## config.mk

```make
export PLATFORM = sky130hd
export DESIGN_NAME = tcs_ctrl
export DESIGN_NICKNAME = d
export VERILOG_FILES = /design/src/rtl/tcs_pkg.sv /design/src/rtl/tcs_ctrl.sv
export SDC_FILE = /design/constraint.sdc
export NUM_CORES = 1
export LEC_CHECK = 0
export BUFFER_PORTS_ARGS = -buffer_cell sky130_fd_sc_hd__clkbuf_2
export CAP_MARGIN = 40
export CORE_ASPECT_RATIO = 0.9
export CORE_UTILIZATION = 52
export CTS_CLUSTER_DIAMETER = 120
export DETAILED_ROUTE_END_ITERATION = 12
export PLACE_DENSITY = 0.86
export SYNTH_ARGS = -nofsm -noshare
export SYNTH_HDL_FRONTEND = slang
export SYNTH_SLANG_ARGS = --single-unit
```

## constraint.sdc

```tcl
create_clock -name clock -period 2.3 [get_ports clock]
set_input_delay 0 -clock clock [delete_from_list [all_inputs] [get_ports clock]]
set_output_delay 0 -clock clock [all_outputs]
set_load 0.005 [all_outputs]
```

## src/rtl/tcs_pkg.sv

```systemverilog
package tcs_pkg;

   // Widths of the value path
   localparam int unsigned DW    = 32;  // Q16.16 coordinate and value width
   localparam int unsigned LW    = 35;  // level value, wide enough for k*spacing + offset
   localparam int unsigned KW    = 33;  // level index
   localparam int unsigned TBITS = 30;  // fractional bits of the edge ratio
   localparam int unsigned TW    = TBITS + 1;
   localparam int unsigned PW    = 64;  // edge product width
   localparam int unsigned SCW   = 6;   // divider step counter

   // Divider step counts
   localparam logic [SCW-1:0] LDIV_STEPS = SCW'(DW);
   localparam logic [SCW-1:0] TDIV_STEPS = SCW'(TBITS);

   // Configuration register indexes
   localparam int unsigned CSR_IW = 8;
   localparam logic [CSR_IW-1:0] CSR_SPACING = 8'd0;
   localparam logic [CSR_IW-1:0] CSR_BASE    = 8'd1;
   localparam logic [CSR_IW-1:0] CSR_MIN     = 8'd2;
   localparam logic [CSR_IW-1:0] CSR_MAX     = 8'd3;

   // Product / result selects
   localparam logic [1:0] SEL_SX = 2'd0;
   localparam logic [1:0] SEL_SY = 2'd1;
   localparam logic [1:0] SEL_EX = 2'd2;
   localparam logic [1:0] SEL_EY = 2'd3;

   typedef struct packed {
      logic signed [DW-1:0] x;
      logic signed [DW-1:0] y;
      logic signed [DW-1:0] v;
   } vertex_type;

   typedef struct packed {
      logic       load;
      logic       sort;
      logic       ldiv_go;
      logic       lset;
      logic       tdiv_go;
      logic       tdiv_short;
      logic       t_long_save;
      logic       t_short_save;
      logic       mul_go;
      logic [1:0] mul_sel;
      logic       res_wr;
      logic [1:0] res_sel;
      logic       adv;
      logic       emit;
   } cmd_type;

   typedef struct packed {
      logic empty;
      logic qual;
      logic div_idle;
      logic at_max;
      logic short_div;
   } status_type;

   typedef enum logic [15:0] {
      S_IDLE = 16'h0001,
      S_SORT = 16'h0002,
      S_CHKE = 16'h0004,
      S_LDIV = 16'h0008,
      S_LSET = 16'h0010,
      S_QUAL = 16'h0020,
      S_TL   = 16'h0040,
      S_WL   = 16'h0080,
      S_TS   = 16'h0100,
      S_WS   = 16'h0200,
      S_M0   = 16'h0400,
      S_M1   = 16'h0800,
      S_M2   = 16'h1000,
      S_M3   = 16'h2000,
      S_M4   = 16'h4000,
      S_EMIT = 16'h8000
   } state_type;

endpackage

```

## src/rtl/tcs_ctrl.sv

```systemverilog
module tcs_ctrl (
   input  logic                 clock,
   input  logic                 reset,
   input  logic                 start,
   output logic                 busy,
   input  tcs_pkg::status_type  st,
   output tcs_pkg::cmd_type     cmd
);

   tcs_pkg::state_type state_ff, state_in;

   // Sequence one triangle: sort, level division, then per level one or two ratios and four products
   always_comb begin
      state_in = state_ff;
      cmd      = '0;
      case (state_ff)
         tcs_pkg::S_IDLE: begin
            if (start) begin
               cmd.load = 1'b1;
               state_in = tcs_pkg::S_SORT;
            end
         end
         tcs_pkg::S_SORT: begin
            cmd.sort = 1'b1;
            state_in = tcs_pkg::S_CHKE;
         end
         tcs_pkg::S_CHKE: begin
            if (st.empty) begin
               state_in = tcs_pkg::S_IDLE;
            end else begin
               cmd.ldiv_go = 1'b1;
               state_in    = tcs_pkg::S_LDIV;
            end
         end
         tcs_pkg::S_LDIV: begin
            if (st.div_idle) begin
               state_in = tcs_pkg::S_LSET;
            end
         end
         tcs_pkg::S_LSET: begin
            cmd.lset = 1'b1;
            state_in = tcs_pkg::S_QUAL;
         end
         tcs_pkg::S_QUAL: begin
            state_in = st.qual ? tcs_pkg::S_TL : tcs_pkg::S_IDLE;
         end
         tcs_pkg::S_TL: begin
            cmd.tdiv_go = 1'b1;
            state_in    = tcs_pkg::S_WL;
         end
         tcs_pkg::S_WL: begin
            if (st.div_idle) begin
               cmd.t_long_save = 1'b1;
               state_in = st.short_div ? tcs_pkg::S_TS : tcs_pkg::S_M0;
            end
         end
         tcs_pkg::S_TS: begin
            cmd.tdiv_go    = 1'b1;
            cmd.tdiv_short = 1'b1;
            state_in       = tcs_pkg::S_WS;
         end
         tcs_pkg::S_WS: begin
            if (st.div_idle) begin
               cmd.t_short_save = 1'b1;
               state_in = tcs_pkg::S_M0;
            end
         end
         tcs_pkg::S_M0: begin
            cmd.mul_go  = 1'b1;
            cmd.mul_sel = tcs_pkg::SEL_SX;
            state_in    = tcs_pkg::S_M1;
         end
         tcs_pkg::S_M1: begin
            cmd.res_wr  = 1'b1;
            cmd.res_sel = tcs_pkg::SEL_SX;
            cmd.mul_go  = 1'b1;
            cmd.mul_sel = tcs_pkg::SEL_SY;
            state_in    = tcs_pkg::S_M2;
         end
         tcs_pkg::S_M2: begin
            cmd.res_wr  = 1'b1;
            cmd.res_sel = tcs_pkg::SEL_SY;
            cmd.mul_go  = 1'b1;
            cmd.mul_sel = tcs_pkg::SEL_EX;
            state_in    = tcs_pkg::S_M3;
         end
         tcs_pkg::S_M3: begin
            cmd.res_wr  = 1'b1;
            cmd.res_sel = tcs_pkg::SEL_EX;
            cmd.mul_go  = 1'b1;
            cmd.mul_sel = tcs_pkg::SEL_EY;
            state_in    = tcs_pkg::S_M4;
         end
         tcs_pkg::S_M4: begin
            cmd.res_wr  = 1'b1;
            cmd.res_sel = tcs_pkg::SEL_EY;
            cmd.mul_sel = tcs_pkg::SEL_EY;
            cmd.adv     = 1'b1;
            state_in    = tcs_pkg::S_EMIT;
         end
         tcs_pkg::S_EMIT: begin
            // Present the segment; the next level has already been checked
            cmd.emit = 1'b1;
            if (~st.qual | st.at_max) begin
               state_in = tcs_pkg::S_IDLE;
            end else begin
               state_in = tcs_pkg::S_TL;
            end
         end
         default: begin
            state_in = tcs_pkg::S_IDLE;
         end
      endcase
   end

   always_ff @(posedge clock) begin
      if (reset) begin
         state_ff <= tcs_pkg::S_IDLE;
      end else begin
         state_ff <= state_in;
      end
   end

   assign busy = (state_ff != tcs_pkg::S_IDLE);

endmodule

```

==> results.yml <==
detailed_routing:
  wirelength_um: 3130
  first_iter_violations: 52
  firstDrtPassIters: 4
  antenna_left: 0
  num_vias: 1157
  remaining_drc_errors: 0
  wl_per_cell_um: 16.4
  vias_per_cell: 6.06
synthesis:
  mappedNetlistNets: 132
  synth_cell_types: 43
  muxShareOfSynthArea_pct: 0
  synth-edff-count: 0
  synth_xor_area_share_pct: 6.75
  synth-main-ff-cell: "dfxtp_1"
  ys_ff_latch: 16
  synth_cells: 124
  async_flop_share_pct: 0
  synth-seq-area-share_pct: 30.8
  synth_top_family_by_area: "simple AND/OR/NAND/NOR gates"
  syn_area_per_cell_um2: 8.37
  synth-compound-area-share_pct: 11.0
  synth_area_mm2: 0.00104
  synth_fa_ha_area_share_pct: 0
  ys_warn_count: 0
  synthSimpleGateAreaFrac_pct: 46.9
job:
  maxCapViolCount: 0
cts:
  cts_buffers: 3
  clk_pin_slew_ns: 0.10
  clock-root-buffer: "clkbuf_4"
  clockBufferDepth: 2
  cts_tree: "done"
  clkSinkCount: 16
  ctsHtreeMaxLevel: 1
  clk_latency_ns: 0.31
sta:
  layout_worst_path_cycle_share_pct: 104
  max-slew-margin-rel_pct: 70.5
  fin_crit_ns: 2.40
  fmax_mhz: 417
  final-setup-viol-count: 3
  rsz0062_at_grt: "yes"
  fin_ws_ns: -0.0991
  timing_hold_violations_final: 0
  tightest_slew_ns: 0.439
  drv_slew: 0
  skew_ns: 0.00831
finish:
  drive_above_1_share_pct: 38.9
  syn2layout_area_growth_pct: 34.1
  top_register: "state_ff"
  antennaDiodeCount: 0
  largest_reg_flops: 16
  finalNetCount: 176
  final_core_util_pct: 78.7
  reg_top3: "state_ff x16"
placement:
  place.gp.congestion: 0.945
  dp_hpwl_um: 2110
  portBuffers: 24
run_status:
  violations: "negative setup slack"
  status: "finished, violations left"
global_routing:
  antenna_found_initial: 0
  track_usage_pct: 29.8
  grt_start_max_net_pins: 10
  grt_pass1_vias: 1074
  grt_pass1_wl_um: 4810
  globalRouteOverflowTotal: 0
worst_hold_path:
  hp-class: "input port to register"
floorplan:
  initial_core_util_pct: 58.7
  io_pins: 25
  die-area_mm2: 0.00218
  fp.dieW_um: 49.1
  die_h_um: 44.4
  core_area_mm2: 0.00177
  rows: 14
power:
  powerDensity_mw_per_mm2: 426
  p_leak_nw: 0.655
  p_total_uw: 594
  max-vdd-ir-drop_uv: 332
worst_setup_path:
  path_max_fanout: 5
  start_kind: "register"
  cp.arrival_ns: 2.40
  crit_type: "register to output port"
  end_kind: "output port"
  worstPathRequired_ns: 2.30
[placed cells by master, fill, tap and decap left out, types with 2 or more instances in the layout]
cell            n
nand4b_1        2
and3_1          5
nor3b_1         2
nor2_2          2
inv_1           6
o22ai_1         2
xnor2_1         4
or2_4           2
nor3_1          5
dfxtp_1        13
buf_4          13
nand2_1         4
o211ai_1        2
xor2_1          4
a21oi_1         3
o21ai_0         4
clkbuf_2       24
clkbuf_4        3
nand3_1         5
and2_1          3
nor4_1          2
nor3_2          2
nor4_4          2
dlygate4sd3_1   6
nor2_1         19
and4b_1         2
dfxtp_2         2
or4_4           4
[metrics by stage]
step                instance area [µm²]  std cells  TNS [ns]  hold slack (ns)  setup slack, ns
floorplan                          1040        124         0           0.0724            0.312
global placement                   1220        175         0            0.242            0.147
detailed placement                 1220        175         0            0.244           0.0737
CTS                                1350        188   -0.0174            0.107          -0.0174
global route                       1390        191    -0.302            0.114           -0.140
finish                             1390        191    -0.117            0.125          -0.0991
[worst max-delay path, stage by stage (launching register included)]
cell and delay [ns]:
dfxtp_2 0.36, or4_4 0.58, or2_4 0.27, nor3_4 0.21, nand2b_4 0.09, or3b_4 0.39, nand2_2 0.07, clkbuf_2 0.11
[synthesized netlist by cell type, drive strengths merged (3+ instances only)]
master | number | area share [%]
inv | 6 | 2.2
nor2 | 21 | 8.1
dfxtp | 16 | 31
o21ai | 4 | 1.9
a21oi | 3 | 1.4
nand2 | 5 | 1.8
nor4 | 5 | 5.9
nand3 | 6 | 3.4
and2 | 3 | 1.8
xnor2 | 4 | 3.4
nor3 | 8 | 5.4
buf | 4 | 2.4
or4 | 4 | 3.6
and3 | 5 | 3.0
xor2 | 4 | 3.4
[logic make-up (layout without fill, tap and decap cells)]
family,Yosys count,count (layout)
compound gates,16,16
xor+xnor,8,8
buf+inv,10,53
flops,16,16
simple gates,74,74
[power breakdown]
part	total, mW	switching [mW]	leakage [nW]	internal (mW)
clock network	0.197	0.101	0.0210	0.0968
registers	0.286	0.00626	0.131	0.280
logic	0.110	0.0592	0.503	0.0508
[routing by layer]
metal	GRT usage (%)	part of all wire [%]
met3	7.90	10
met1	35.9	40
met2	51.2	45
met4	11.8	4.5
met5	0	0
[worst paths after layout]
check             cells after the start   startpoint           to  slack, ns
setup reg to reg                      8  state_ff[4]  state_ff[8]       0.07
setup / recovery                      7  state_ff[9]       cmd[2]       -0.1
hold / removal                        3        st[2]  state_ff[2]       0.13
hold reg to reg                       2  state_ff[9]  state_ff[9]       0.55
[what timing repair did]
item                       in CTS  in global routing
setup endpoints to repair       4                 14
pin swaps                       2                  0
gates cloned                    0                  0
resized for setup               5                  6
hold buffers                    6                  0
buffers inserted                3                  3
hold endpoints to repair        7                  0
[area by class of cell]
type	count	area, µm²
Timing Repair Buffer	43	278
Fill cell	106	377
Inverter	6	22.5
Tap cell	24	30.0
Multi-Input combinational cell	98	699
Sequential cell	16	327
Clock buffer	4	36.3
Note: power is estimated with default switching activity, not from simulation.
